<file path="src/design/assert_macros.svh">
// Assertion helpers shared by the RTL.
`ifndef ASSERT_MACROS_SVH
`define ASSERT_MACROS_SVH

`ifndef NO_ASSERTIONS

// Same-cycle implication: when cond holds, prop must hold too.
`define ASSERT_IMPLIES(label, clk, rst, cond, prop) \
   label: assert property (@(posedge clk) disable iff (rst) (cond) |-> (prop)) \
      else $error("assertion failed: implication");

// Next-cycle implication: when cond holds, prop must hold in the cycle after.
`define ASSERT_NEXT(label, clk, rst, cond, prop) \
   label: assert property (@(posedge clk) disable iff (rst) (cond) |=> (prop)) \
      else $error("assertion failed: next-cycle implication");

`else

`define ASSERT_IMPLIES(label, clk, rst, cond, prop)
`define ASSERT_NEXT(label, clk, rst, cond, prop)

`endif

`endif

</file>
<file path="src/design/bfbp_pkg.sv">
`default_nettype none

package bfbp_pkg;

   // Sizing of the bin row and the item size.
   localparam int MAX_BINS   = 256;
   localparam int SIZE_WIDTH = 8;
   localparam int BIN_IDX_W  = $clog2(MAX_BINS);
   localparam int COUNT_W    = $clog2(MAX_BINS + 1);

   // Register file.
   localparam int CSR_ADDR_W = 3;
   localparam logic REG_CAPACITY = 1'b0;
   localparam logic [7:0] RESET_CAPACITY = 8'd10;

   typedef enum logic [1:0] {
      STATUS_PLACED   = 2'd0,
      STATUS_OVERSIZE = 2'd1,
      STATUS_NO_BIN   = 2'd2
   } status_type;

   typedef struct packed {
      logic [7:0] item_size;
      logic       last_item;
   } req_word_type;

   typedef struct packed {
      logic [7:0]  chosen_bin;
      logic        opened_new;
      status_type  status;
      logic [8:0]  bins_in_use;
      logic [31:0] run_total;
   } rsp_word_type;

   // Search token that walks the row of cells.
   typedef struct packed {
      logic                  valid;
      logic [SIZE_WIDTH-1:0] size;
      logic                  found;
      logic [SIZE_WIDTH-1:0] best_left;
      logic [BIN_IDX_W-1:0]  best_idx;
   } probe_type;

   // Room update broadcast to all cells.
   typedef struct packed {
      logic                  valid;
      logic [BIN_IDX_W-1:0]  idx;
      logic [SIZE_WIDTH-1:0] room;
   } commit_type;

endpackage

`default_nettype wire

</file>
<file path="src/design/bfbp_cell.sv">
`default_nettype none

module bfbp_cell
   import bfbp_pkg::*;
(
   input  wire logic               clock,
   input  wire logic               reset,
   input  wire logic [BIN_IDX_W-1:0] cell_idx,
   input  wire logic [COUNT_W-1:0] open_count,
   input  wire probe_type          up_probe,
   input  wire commit_type         commit,
   output probe_type               down_probe
);

   logic [SIZE_WIDTH-1:0] room_ff;
   probe_type             probe_ff;
   probe_type             probe_in;
   logic                  is_open;
   logic                  fits;
   logic [SIZE_WIDTH-1:0] left;

   // Compare this bin against the best candidate so far
   assign is_open = COUNT_W'(cell_idx) < open_count;
   assign fits    = up_probe.valid && is_open && (room_ff >= up_probe.size);
   assign left    = room_ff - up_probe.size;

   always_comb begin
      probe_in = up_probe;
      if (fits && (!up_probe.found || (left < up_probe.best_left))) begin
         probe_in.found     = 1'b1;
         probe_in.best_left = left;
         probe_in.best_idx  = cell_idx;
      end
   end

   // Advance the token one cell
   always_ff @(posedge clock) begin
      if (reset) begin
         probe_ff.valid <= 1'b0;
      end else begin
         probe_ff <= probe_in;
      end
   end

   // Take the room update addressed to this bin
   always_ff @(posedge clock) begin
      if (commit.valid && (commit.idx == cell_idx)) begin
         room_ff <= commit.room;
      end
   end

   assign down_probe = probe_ff;

endmodule

`default_nettype wire

</file>
<file path="config.mk">
export PLATFORM = sky130hd
export DESIGN_NAME = bfbp_cell
export DESIGN_NICKNAME = d
export VERILOG_FILES = /design/src/design/assert_macros.svh /design/src/design/bfbp_pkg.sv /design/src/design/bfbp_cell.sv
export SDC_FILE = /design/constraint.sdc
export NUM_CORES = 1
export LEC_CHECK = 0
export BUFFER_PORTS_ARGS = -buffer_cell sky130_fd_sc_hd__buf_2
export CORE_MARGIN = 5
export CORE_UTILIZATION = 48
export CTS_BUF_LIST = sky130_fd_sc_hd__clkbuf_8 sky130_fd_sc_hd__clkbuf_16
export DETAILED_ROUTE_END_ITERATION = 12
export PLACE_DENSITY = 0.8
export SLEW_MARGIN = 20
export SYNTH_ARGS = -nofsm -noshare
export SYNTH_HDL_FRONTEND = slang
export SYNTH_SLANG_ARGS = --single-unit
</file>
<file path="constraint.sdc">
create_clock -name clock -period 4.3 [get_ports clock]
set_input_delay 0.215 -clock clock [delete_from_list [all_inputs] [get_ports clock]]
set_output_delay 0.215 -clock clock [all_outputs]
set_load 0.01 [all_outputs]
</file>
; Word-level counts from Yosys, hierarchy flattened
; Cells that the tools add are included.
[op_classes]
add_sub_neg = 1
n_lt_le_gt_ge = 3
n_eq_ne = 1
muxes = 1
reduce_logical = 6
[ops]
columns = operator, count
row1 = 16-bit 2-to-1 mux, 1
row2 = 8-bit by 9-bit less-than comparator with 1-bit output, 1
row3 = 8-bit equality test, 1
row4 = 8-bit greater-or-equal comparator, 1
row5 = 8-bit less-than comparator, 1
row6 = 8-bit subtractor, 1
row7 = 1-bit logical AND, 4
row8 = 1-bit logical NOT, 1
row9 = 1-bit logical OR, 1
[totals]
reg_bits = 34
in_bits = 62
output_inout_bits = 26
elab_cells = 18

; Longest topological paths before layout
; Gate-level depths: netlist of the first run.
[logic_depth]
depth_word = 5
depth_mapped = 15
depth_no_buf = 14

; Least setup slack after synthesis of the first run
; OpenSTA, ideal clock, no wires.
[synth_path]
path_type = register to register
from = register room_ff[0]
to = register probe_ff, in the netlist down_probe[5], data pin
arrival_time_ns = 3.232
required_ns = 4.040
setup_slack_ns = 0.808
stages_incl_launch_ff = 16
n_path_buf = 1
period_less_slack_ns = 3.492
cell_sequence = edfxtp_1 inv_1 ha_1 inv_1 fa_1 nand3_1 nand2_1 or4_1 nand3_1 ha_1 nand2_1 or3_1 o221ai_2 a2111oi_4 buf_6 mux2_2
[synth_rtl]
columns = item, line
row1 = start: declaration, bfbp_cell.sv:15  ; logic [SIZE_WIDTH-1:0] room_ff;
row2 = start signal: assignment, bfbp_cell.sv:48  ; room_ff <= commit.room;
row3 = end signal: assignment, bfbp_cell.sv:41  ; probe_ff <= probe_in;
row4 = end: declaration, bfbp_cell.sv:16  ; probe_type probe_ff;

==> impl_metrics.tcl, run 1 <==
set metrics [dict create \
    outcome "complete, no violations" \
    grt_pass1_wl_mm 7.43 \
    met3_usage_pct 5.20 \
    io_buffers 87 \
    worst_ep_required_time_ns 4.33 \
    wl_per_cell_um 14.3 \
    yosysUniqueCellTypes 37 \
    rows 24 \
    crit_arrival_ns 3.56 \
    grtUsageMet2_pct 26.4 \
    worstRegToRegCells 15 \
    synth_nets 262 \
    io_pins 88 \
    finalSetupViolations 0 \
    grt_use_total_pct 16.0 \
    syn_area_per_cell_um2 11.9 \
    coreArea_um2 4290 \
    grt_pass1_vias 1629 \
    drive_gt1_share_pct 41.3 \
    post_cts_buffers 0 \
    antenna_found_initial 0 \
    cts_tree "yes" \
    grt_setup_unrepaired "false" \
    synth_cells 177 \
    first_iter_violations 99 \
    worst_setup_path_end_kind "register" \
    cap_viol_max_count 0 \
    htree_num_levels 2 \
    viasPerCell 5.06 \
    drcViolationCount 0 \
    gp_congestion 0.825 \
    path_class "register to register" \
    skew_ns 0.00623 \
    clk_latency_ns 0.28 \
    irDropWorstVdd_mv 0.178 \
    netlist_top_cells_area "edfxtp_1 47%, ha_1 13%, mux2_2 8.0%" \
    hp-class "primary input to register" \
    hpwl_mm 3.73 \
    dr.pass1.iters 4 \
    grt-ovfl-total 0 \
    netlist_area_um2 2110 \
    ys_seq_area_share_pct 47.9 \
    ctsHoldBuffers 0 \
    r2r_end "down_probe[5]$_DFFE_PN_" \
    relSlewSlack_pct 33.1 \
    cts_buffer_depth 2 \
    area_growth_pct 27.3 \
    yosys_warnings 0 \
    hold_viol_final 0 \
    tightest_slew_ns 1.00 \
    final_core_util_pct 62.6 \
    drv_slew 0 \
    die_area_um2 5820 \
    cts_made_buffers 5 \
    vias 1634 \
    cts-resized-gates 0 \
    finalNetCount 356 \
    finalCriticalPeriod_ns 3.52 \
    leakagePower_nw 1.26 \
    wirelength_mm 4.63 \
    initial_core_util_pct 49.1 \
    die_w_um 76.3 \
    route.antenna.remaining_nets 0 \
    fin_crit_sh_pct 81.9 \
    numClockSinks 34 \
    worstPathMaxFanout 9 \
    cts.clk_slew.worst_paths_ns 0.07 \
    grt_max_degree 26 \
    r2r_slack_ns 0.78 \
    max_freq_mhz 284 \
    root_buffer "clkbuf_8" \
    critPathCapture "down_probe[5]$_DFFE_PN_" \
    synth.largest_area_cell "edfxtp_1" \
    reg2reg_from "room_ff[0]$_DFFE_PP_" \
    top_usage_layer "met2" \
    ys_seq_elements 34 \
    p_per_area_nw_per_um2 287 \
    synth_top_area_share_pct 47.0 \
    die_h_um 76.3 \
    crit_path_start_kind "register" \
    crit_path_start "room_ff[0]$_DFFE_PP_" \
    diodes 0 \
    met1_usage_pct 18.9 \
    fin_setup_tns_ns 0 \
]
[kinds of logic (layout without fill, tap and decap cells)]
family	Yosys count	count (layout)	synth area share (%)
compound gates	27	27	9.91
xor+xnor	12	12	4.98
fa+ha+maj	23	23	14.0
buf+inv	29	123	5.52
flops	34	34	47.9
mux	16	16	8.48
simple gates	36	36	9.19
[cell usage in the layout, fill, tap and decap left out, types with 4 or more instances in the layout]
cell type,count
a21oi_1,11
nand2_1,9
edfxtp_1,33
xor2_1,5
ha_1,22
mux2_2,15
inv_1,29
nand4_1,4
buf_2,87
nor2_1,6
xnor2_1,7
clkbuf_8,5
[final cells by class]
| type | instances | area (um2) |
|---|---|---|
| clock buffer | 5 | 68.8 |
| sequential | 34 | 1010 |
| clock inverter | 2 | 7.51 |
| fill | 356 | 1610 |
| multi-input combinational | 114 | 982 |
| timing repair buffer | 89 | 450 |
| tap | 52 | 65.1 |
| inverter | 27 | 101 |
[worst max-delay path, stage by stage (launching register included)]
cell,delay [ns]
edfxtp_1,0.36
inv_1,0.06
ha_1,0.15
inv_1,0.05
fa_1,0.39
nand3_1,0.11
nand2_1,0.10
or4_1,0.40
nand3_1,0.12
ha_1,0.24
nand2_1,0.09
or3_1,0.12
o221ai_2,0.13
a2111oi_4,0.38
buf_4,0.25
mux2_2,0.35
[worst min path at each step]
stage          startpoint                   endpoint  slack (ns)  depth (start not counted)
2_1_floorplan       reset  down_probe[25]$_SDFF_PP0_        0.29                          1
3_3_place_gp        reset  down_probe[25]$_SDFF_PP0_        0.39                          2
3_5_place_dp        reset  down_probe[25]$_SDFF_PP0_        0.39                          2
4_1_cts             reset  down_probe[25]$_SDFF_PP0_        0.09                          2
5_1_grt             reset  down_probe[25]$_SDFF_PP0_        0.08                          2
6_report            reset  down_probe[25]$_SDFF_PP0_         0.1                          2
[metal layers]
metal / vias to the layer above / share of wire (%)
met5: - / 0
met4: 0 / 1.9
met3: 8 / 6.9
met2: 52 / 51
met1: 742 / 41
li1: 832 / -
[sequential cells by signal, indices dropped and copies added, names as in the netlist]
signal,flops
down_probe,26
room_ff,8
[per-stage QoR]
stage	cell area [um2]	setup slack (ns)	instances	power, mW	hold slack [ns]
finish	2690	0.779	323	0.772	0.0979
detailed placement	2610	0.784	316	0.567	0.391
global placement	2610	0.865	316	0.561	0.391
floorplan	2110	0.808	177	0.497	0.287
CTS	2690	0.774	323	0.782	0.0904
global route	2690	0.559	323	0.821	0.0840
[where the power goes]
part           leakage, nW  internal [mW]  total (mW)  switching (mW)
Sequential           0.325          0.386       0.390         0.00383
Combinational        0.893         0.0821       0.170          0.0875
Clock               0.0466          0.107       0.212           0.106
Total                 1.26          0.575       0.772           0.197
[cells in the mapped netlist]
cell / instances
nand4_1: 4
mux2_2: 15
nor4_1: 1
nor2_1: 6
o311a_1: 1
nand3_1: 3
nand4b_1: 1
a21o_1: 1
nand2b_1: 3
a311oi_1: 1
nor2b_1: 3
nand2_1: 9
and4b_1: 1
o211ai_1: 3
xnor2_1: 7
fa_1: 1
nand3b_1: 1
a21oi_1: 11
a211o_1: 1
clkbuf_1: 1
o21ai_0: 2
xor2_1: 5
inv_1: 27
buf_6: 1
or4_1: 2
or3_1: 1
ha_1: 22
o2bb2ai_1: 1
a2111oi_4: 1
a31oi_1: 2
dfxtp_1: 1
mux2i_1: 1
edfxtp_1: 33
and3_1: 1
o221ai_2: 1
o31ai_1: 1
a2111oi_2: 1
No activity file was read; power rests on OpenSTA's default activity.
==> inputs of run 2 (changes only) <==
==> constraint.sdc (replaced) <==
create_clock -name clock -period 3.3 [get_ports clock]
set_input_delay 0.165 -clock clock [delete_from_list [all_inputs] [get_ports clock]]
set_output_delay 0.165 -clock clock [all_outputs]
set_load 0.01 [all_outputs]
==> impl_metrics.tcl, run 2 (same netlist as run 1, synthesis figures left out) <==
set metrics [dict create \
    hold_viol_final 0 \
    reg2reg_from "room_ff[0]$_DFFE_PP_" \
    final_cell_mix "87 x buf_2, 33 x edfxtp_1, 27 x inv_1, 19 x ha_1, 19 x buf_4" \
    finalSetupViolations 15 \
    path_common_cell "buf_4" \
    crit_path_cell_trace "inv_1 > ha_2 > inv_2 > fa_2 > nand3_2 > nand2_2 > buf_4 > nand4_1 > nand3_4 > buf_4 > buf_4 > buf_4 > buf_4 > buf_4 > buf_4 > buf_4 > buf_4 > buf_4 > buf_4 > buf_4 > mux2_2" \
    crit_path_start "room_ff[0]$_DFFE_PP_" \
    area_growth_pct 40.3 \
    worst_ep_required_time_ns 3.34 \
    fin_setup_tns_ns -1.22 \
    wl_per_cell_um 15.9 \
    violations "negative setup slack" \
    cts.clk_slew.worst_paths_ns 0.07 \
    multiInputGateArea_um2 1100 \
    r2r_end "down_probe[14]$_DFFE_PN_" \
    pre_cts_ws_ns -0.0554 \
    dr.pass1.iters 4 \
    wirelength_mm 5.47 \
    outcome "finished with violations" \
    finalNetCount 375 \
    irDropWorstVdd_mv 0.209 \
    gp_congestion 0.799 \
    cts_tree "yes" \
    hold_depth 1 \
    grt-ovfl-total 0 \
    ctsHoldBuffers 0 \
    p_per_area_nw_per_um2 369 \
    setup_ws_ns -0.125 \
    hp-class "primary input to register" \
    die_w_um 76.3 \
    drive_gt1_share_pct 50.2 \
    crit_path_start_kind "register" \
    cpMaxStageDelayCell "edfxtp_1" \
    htree_num_levels 2 \
    numClockSinks 34 \
    die_h_um 76.3 \
    cts_made_buffers 5 \
    initial_core_util_pct 49.1 \
    largest_register_ffs 26 \
    drcViolationCount 0 \
    io_buffers 87 \
    viasPerCell 5.32 \
    antenna_found_initial 0 \
    grt_max_degree 26 \
    crit_arrival_ns 3.47 \
    grt_pass1_vias 1870 \
    diodes 0 \
    worstPathMaxFanout 2 \
    skew_ns 0.00597 \
    fillCellCount 300 \
    grt_use_total_pct 18.1 \
    coreArea_um2 4290 \
    finalCriticalPeriod_ns 3.42 \
    worstHoldStart "commit[4]" \
    max_freq_mhz 292 \
    worstRegToRegCells 21 \
    final_common_cell "buf_2" \
    route.antenna.remaining_nets 0 \
    worst_setup_path_end_kind "register" \
    vias 1826 \
    drv_slew 0 \
    dpl-instance-area_um2 2640 \
    grt_pass1_wl_mm 8.45 \
    crit_cells 21 \
    hpwl_mm 3.99 \
    die_area_um2 5820 \
    leakagePower_nw 1.42 \
    root_buffer "clkbuf_8" \
    fin_crit_sh_pct 104 \
    cpLargestDelayFamily "buffers and inverters" \
    io_pins 88 \
    cap_viol_max_count 0 \
    tightest_slew_ns 0.989 \
    stdcell_count 343 \
    critPathCapture "down_probe[14]$_DFFE_PN_" \
    first_iter_violations 75 \
    fin_area_um2 2960 \
    cts_buffer_depth 2 \
    path_class "register to register" \
    max_stage_delay_ns 0.38 \
    relSlewSlack_pct 34.0 \
    rows 24 \
    worstPathBufferInverterCount 14 \
    grt_setup_unrepaired "true" \
    regArea_um2 1010 \
    r2r_slack_ns -0.12 \
    placed_cells 318 \
    clk_latency_ns 0.29 \
]
-- run 2: changes by cell type in the layout (fill, tap and decap cells not counted), sizes merged --
| cell | delta |
|---|---|
| buf | +19 |
| clkinv | +2 |
| inv | -1 |
-- run 2: power by group --
part | internal [mW] | switching [mW]
sequential | 0.503 | 0.00539
clock | 0.143 | 0.151
combinational | 0.152 | 0.139
-- run 2: cell type report --
type	instances	area share, %
Multi-Input combinational cell	114	37.1
Sequential cell	34	34.2
Timing Repair Buffer	108	20.3
Inverter	27	3.42
Clock buffer	5	2.33
Tap cell	52	2.20
Clock inverter	3	0.465
-- run 2: worst min path at each step --
| stage | endpoint | slack (ns) |
|---|---|---|
| 2_1_floorplan | down_probe[25]$_SDFF_PP0_ | 0.24 |
| 3_3_place_gp | down_probe[25]$_SDFF_PP0_ | 0.34 |
| 3_5_place_dp | room_ff[4]$_DFFE_PP_ | 0.34 |
| 4_1_cts | room_ff[4]$_DFFE_PP_ | 0.04 |
| 5_1_grt | room_ff[4]$_DFFE_PP_ | 0.04 |
| 6_report | room_ff[4]$_DFFE_PP_ | 0.05 |
-- run 2: repair_timing --
action,4_1_cts,5_1_grt
gates resized for setup,15,11
buffers inserted,15,2
endpoints found under the setup margin,15,16
hold endpoints to repair,0,0
pin swaps,1,0
-- run 2: metrics by stage --
step	total power [mW]	hold slack, ns	utilization, %
finish	1.09	0.0462	68.9
global route	1.14	0.0358	68.9
CTS	1.08	0.0365	67.5
detailed placement	0.745	0.343	61.4
global placement	0.734	0.340	61.4
floorplan	0.649	0.237	-
-- run 2: worst reg2reg max path, cell delays in order (launching register included) --
cell      delay [ns]
edfxtp_1        0.38
inv_1           0.07
ha_2            0.18
inv_2           0.04
fa_2            0.37
nand3_2         0.09
nand2_2         0.06
buf_4           0.14
nand4_1         0.12
nand3_4         0.10
buf_4           0.14
buf_4           0.12
buf_4           0.12
buf_4           0.12
buf_4           0.12
buf_4           0.12
buf_4           0.12
buf_4           0.12
buf_4           0.12
buf_4           0.12
buf_4           0.12
mux2_2          0.27
-- run 2: per-layer routing --
metal	vias to the layer above	track usage, %	wire, um
met2	75	32.4	2860
met1	864	19.3	2090
met4	0	9.44	176
li1	870	-	-
met3	17	4.85	336
met5	-	0	0
==> inputs of run 3 (changes only) <==
--- a/config.mk
+++ b/config.mk
@@ -7,11 +7,12 @@
 export LEC_CHECK = 0
 export BUFFER_PORTS_ARGS = -buffer_cell sky130_fd_sc_hd__buf_2
 export CORE_MARGIN = 5
-export CORE_UTILIZATION = 48
-export CTS_BUF_LIST = sky130_fd_sc_hd__clkbuf_8 sky130_fd_sc_hd__clkbuf_16
+export CORE_UTILIZATION = 50
+export CTS_BUF_LIST = sky130_fd_sc_hd__clkbuf_8
 export DETAILED_ROUTE_END_ITERATION = 12
-export PLACE_DENSITY = 0.8
+export PLACE_DENSITY = 0.83
 export SLEW_MARGIN = 20
 export SYNTH_ARGS = -nofsm -noshare
 export SYNTH_HDL_FRONTEND = slang
 export SYNTH_SLANG_ARGS = --single-unit
+export TNS_END_PERCENT = 20
==> impl_metrics.tcl, run 3 (same netlist as run 1, synthesis figures left out) <==
set metrics [dict create \
    outcome "finished with violations" \
    violations "negative setup slack" \
    r2r_end "down_probe[11]$_DFFE_PN_" \
    final_cell_mix "88 x buf_2, 33 x edfxtp_1, 27 x inv_1, 19 x ha_1, 11 x a21oi_1" \
    antenna_found_initial 0 \
    fin_crit_sh_pct 104 \
    die_h_um 75.0 \
    holdPathEnd "down_probe[25]$_SDFF_PP0_" \
    grt_pass1_vias 1637 \
    drive_gt1_share_pct 48.2 \
    max_freq_mhz 291 \
    path_common_cell "nand2_2" \
    first_iter_violations 127 \
    numClockSinks 34 \
    drcViolationCount 0 \
    fin_area_um2 2850 \
    crit_path_cell_trace "inv_1 > ha_2 > inv_2 > fa_2 > nand3_2 > nand2_2 > or4_4 > nand3_4 > ha_4 > nand2_2 > or3_4 > o221ai_4 > a2111oi_4 > buf_4 > buf_6 > mux2_2" \
    final_common_cell "buf_2" \
    reg2reg_from "room_ff[0]$_DFFE_PP_" \
    vias 1692 \
    worst_setup_path_end_kind "register" \
    r2r_slack_ns -0.14 \
    grt_use_total_pct 17.5 \
    wirelength_mm 5.00 \
    initial_core_util_pct 52.0 \
    fin_setup_tns_ns -1.76 \
    viasPerCell 5.13 \
    finalCriticalPeriod_ns 3.44 \
    leakagePower_nw 1.34 \
    area_growth_pct 35.2 \
    hold_viol_final 0 \
    hpwl_mm 3.89 \
    path_class "register to register" \
    dpl-instance-area_um2 2650 \
    worstPathMaxFanout 6 \
    ctsHoldBuffers 0 \
    worstRegToRegCells 16 \
    diodes 0 \
    worst_ep_required_time_ns 3.34 \
    grt-ovfl-total 0 \
    worstHoldStart "reset" \
    crit_path_start_kind "register" \
    relSlewSlack_pct 33.7 \
    io_pins 88 \
    tightest_slew_ns 0.994 \
    hp-class "primary input to register" \
    max_stage_delay_ns 0.43 \
    route.antenna.remaining_nets 0 \
    crit_arrival_ns 3.48 \
    hold_depth 2 \
    setup_ws_ns -0.140 \
    io_buffers 87 \
    die_w_um 75.0 \
    clk_latency_ns 0.28 \
    gp_congestion 0.852 \
    grt_setup_unrepaired "true" \
    irDropWorstVdd_mv 0.342 \
    largest_register_ffs 26 \
    rows 23 \
    pre_cts_ws_ns -0.128 \
    finalNetCount 364 \
    drv_slew 0 \
    coreArea_um2 4060 \
    finalSetupViolations 15 \
    cts_tree "yes" \
    grt_pass1_wl_mm 7.34 \
    cpMaxStageDelayCell "or4_4" \
    cts_buffer_depth 2 \
    dr.pass1.iters 4 \
    cap_viol_max_count 0 \
    die_area_um2 5620 \
    htree_num_levels 2 \
    cts.clk_slew.worst_paths_ns 0.07 \
    holdWs_ns 0.0423 \
    skew_ns 0.00162 \
    cts_made_buffers 5 \
    grt_max_degree 26 \
    wl_per_cell_um 15.2 \
    root_buffer "clkbuf_8" \
    finalPower_mw 1.06 \
    p_per_area_nw_per_um2 370 \
]
[run 3: cell count changes in the layout (fill, tap and decap cells not counted), sizes merged]
| cell | delta |
|---|---|
| buf | -11 |
[run 3: cell type report]
cell class                      instances  area, um2
Multi-Input combinational cell        114       1080
Tap cell                               50       62.6
Inverter                               27        101
Clock inverter                          3       12.5
Timing Repair Buffer                   97        512
Fill cell                             299       1200
Sequential cell                        34       1010
Clock buffer                            5       68.8
[run 3: per-stage QoR]
stage	cells	util (%)
after global placement	318	65.2
after global routing	330	70.3
after CTS	327	67.8
after floorplan	177	-
after detailed placement	318	65.2
final	330	70.3
[run 3: per-layer routing]
metal / share of wire [%] / wire [um] / track usage, %
met5: 0 / 0 / 0
met4: 1.9 / 96 / 6.52
met3: 6.8 / 341 / 5.07
met2: 54 / 2690 / 30.4
met1: 37 / 1870 / 20.6
[run 3: worst max-delay path by stage]
stage / startpoint / slack (ns) / end / depth (start not counted)
after floorplan: room_ff[0]$_DFFE_PP_ / -0.04 / down_probe[5]$_DFFE_PN_ / 15
after global placement: room_ff[0]$_DFFE_PP_ / 0.02 / down_probe[14]$_DFFE_PN_ / 15
after detailed placement: room_ff[0]$_DFFE_PP_ / -0.13 / down_probe[0]$_DFFE_PN_ / 15
after CTS: room_ff[0]$_DFFE_PP_ / -0.08 / down_probe[15]$_DFFE_PN_ / 15
after global routing: room_ff[0]$_DFFE_PP_ / -0.28 / down_probe[9]$_DFFE_PN_ / 16
final: room_ff[0]$_DFFE_PP_ / -0.14 / down_probe[11]$_DFFE_PN_ / 16
[run 3: where the power goes]
| group | total (mW) | internal, mW | switching (mW) |
|---|---|---|---|
| sequential | 0.508 | 0.503 | 0.00506 |
| clock | 0.290 | 0.142 | 0.148 |
| combinational | 0.257 | 0.129 | 0.128 |
| total | 1.06 | 0.774 | 0.282 |
[run 3: timing repair]
action                                  in CTS  in global routing
buffers inserted                             1                  2
endpoints found under the setup margin      15                 16
cloned                                       0                  1
resized for setup                            4                 15
[run 3: worst max-delay path: cells and delay by family, from the launching register on]
kind                     cells  cell delay, ns
flip-flops                   1            0.36
buffers and inverters        4            0.41
multiplexers                 1            0.34
AO/OA/AOI/OAI                2            0.48
AND/OR/NAND/NOR              6            0.86
adder cells (fa/ha/maj)      3            0.75
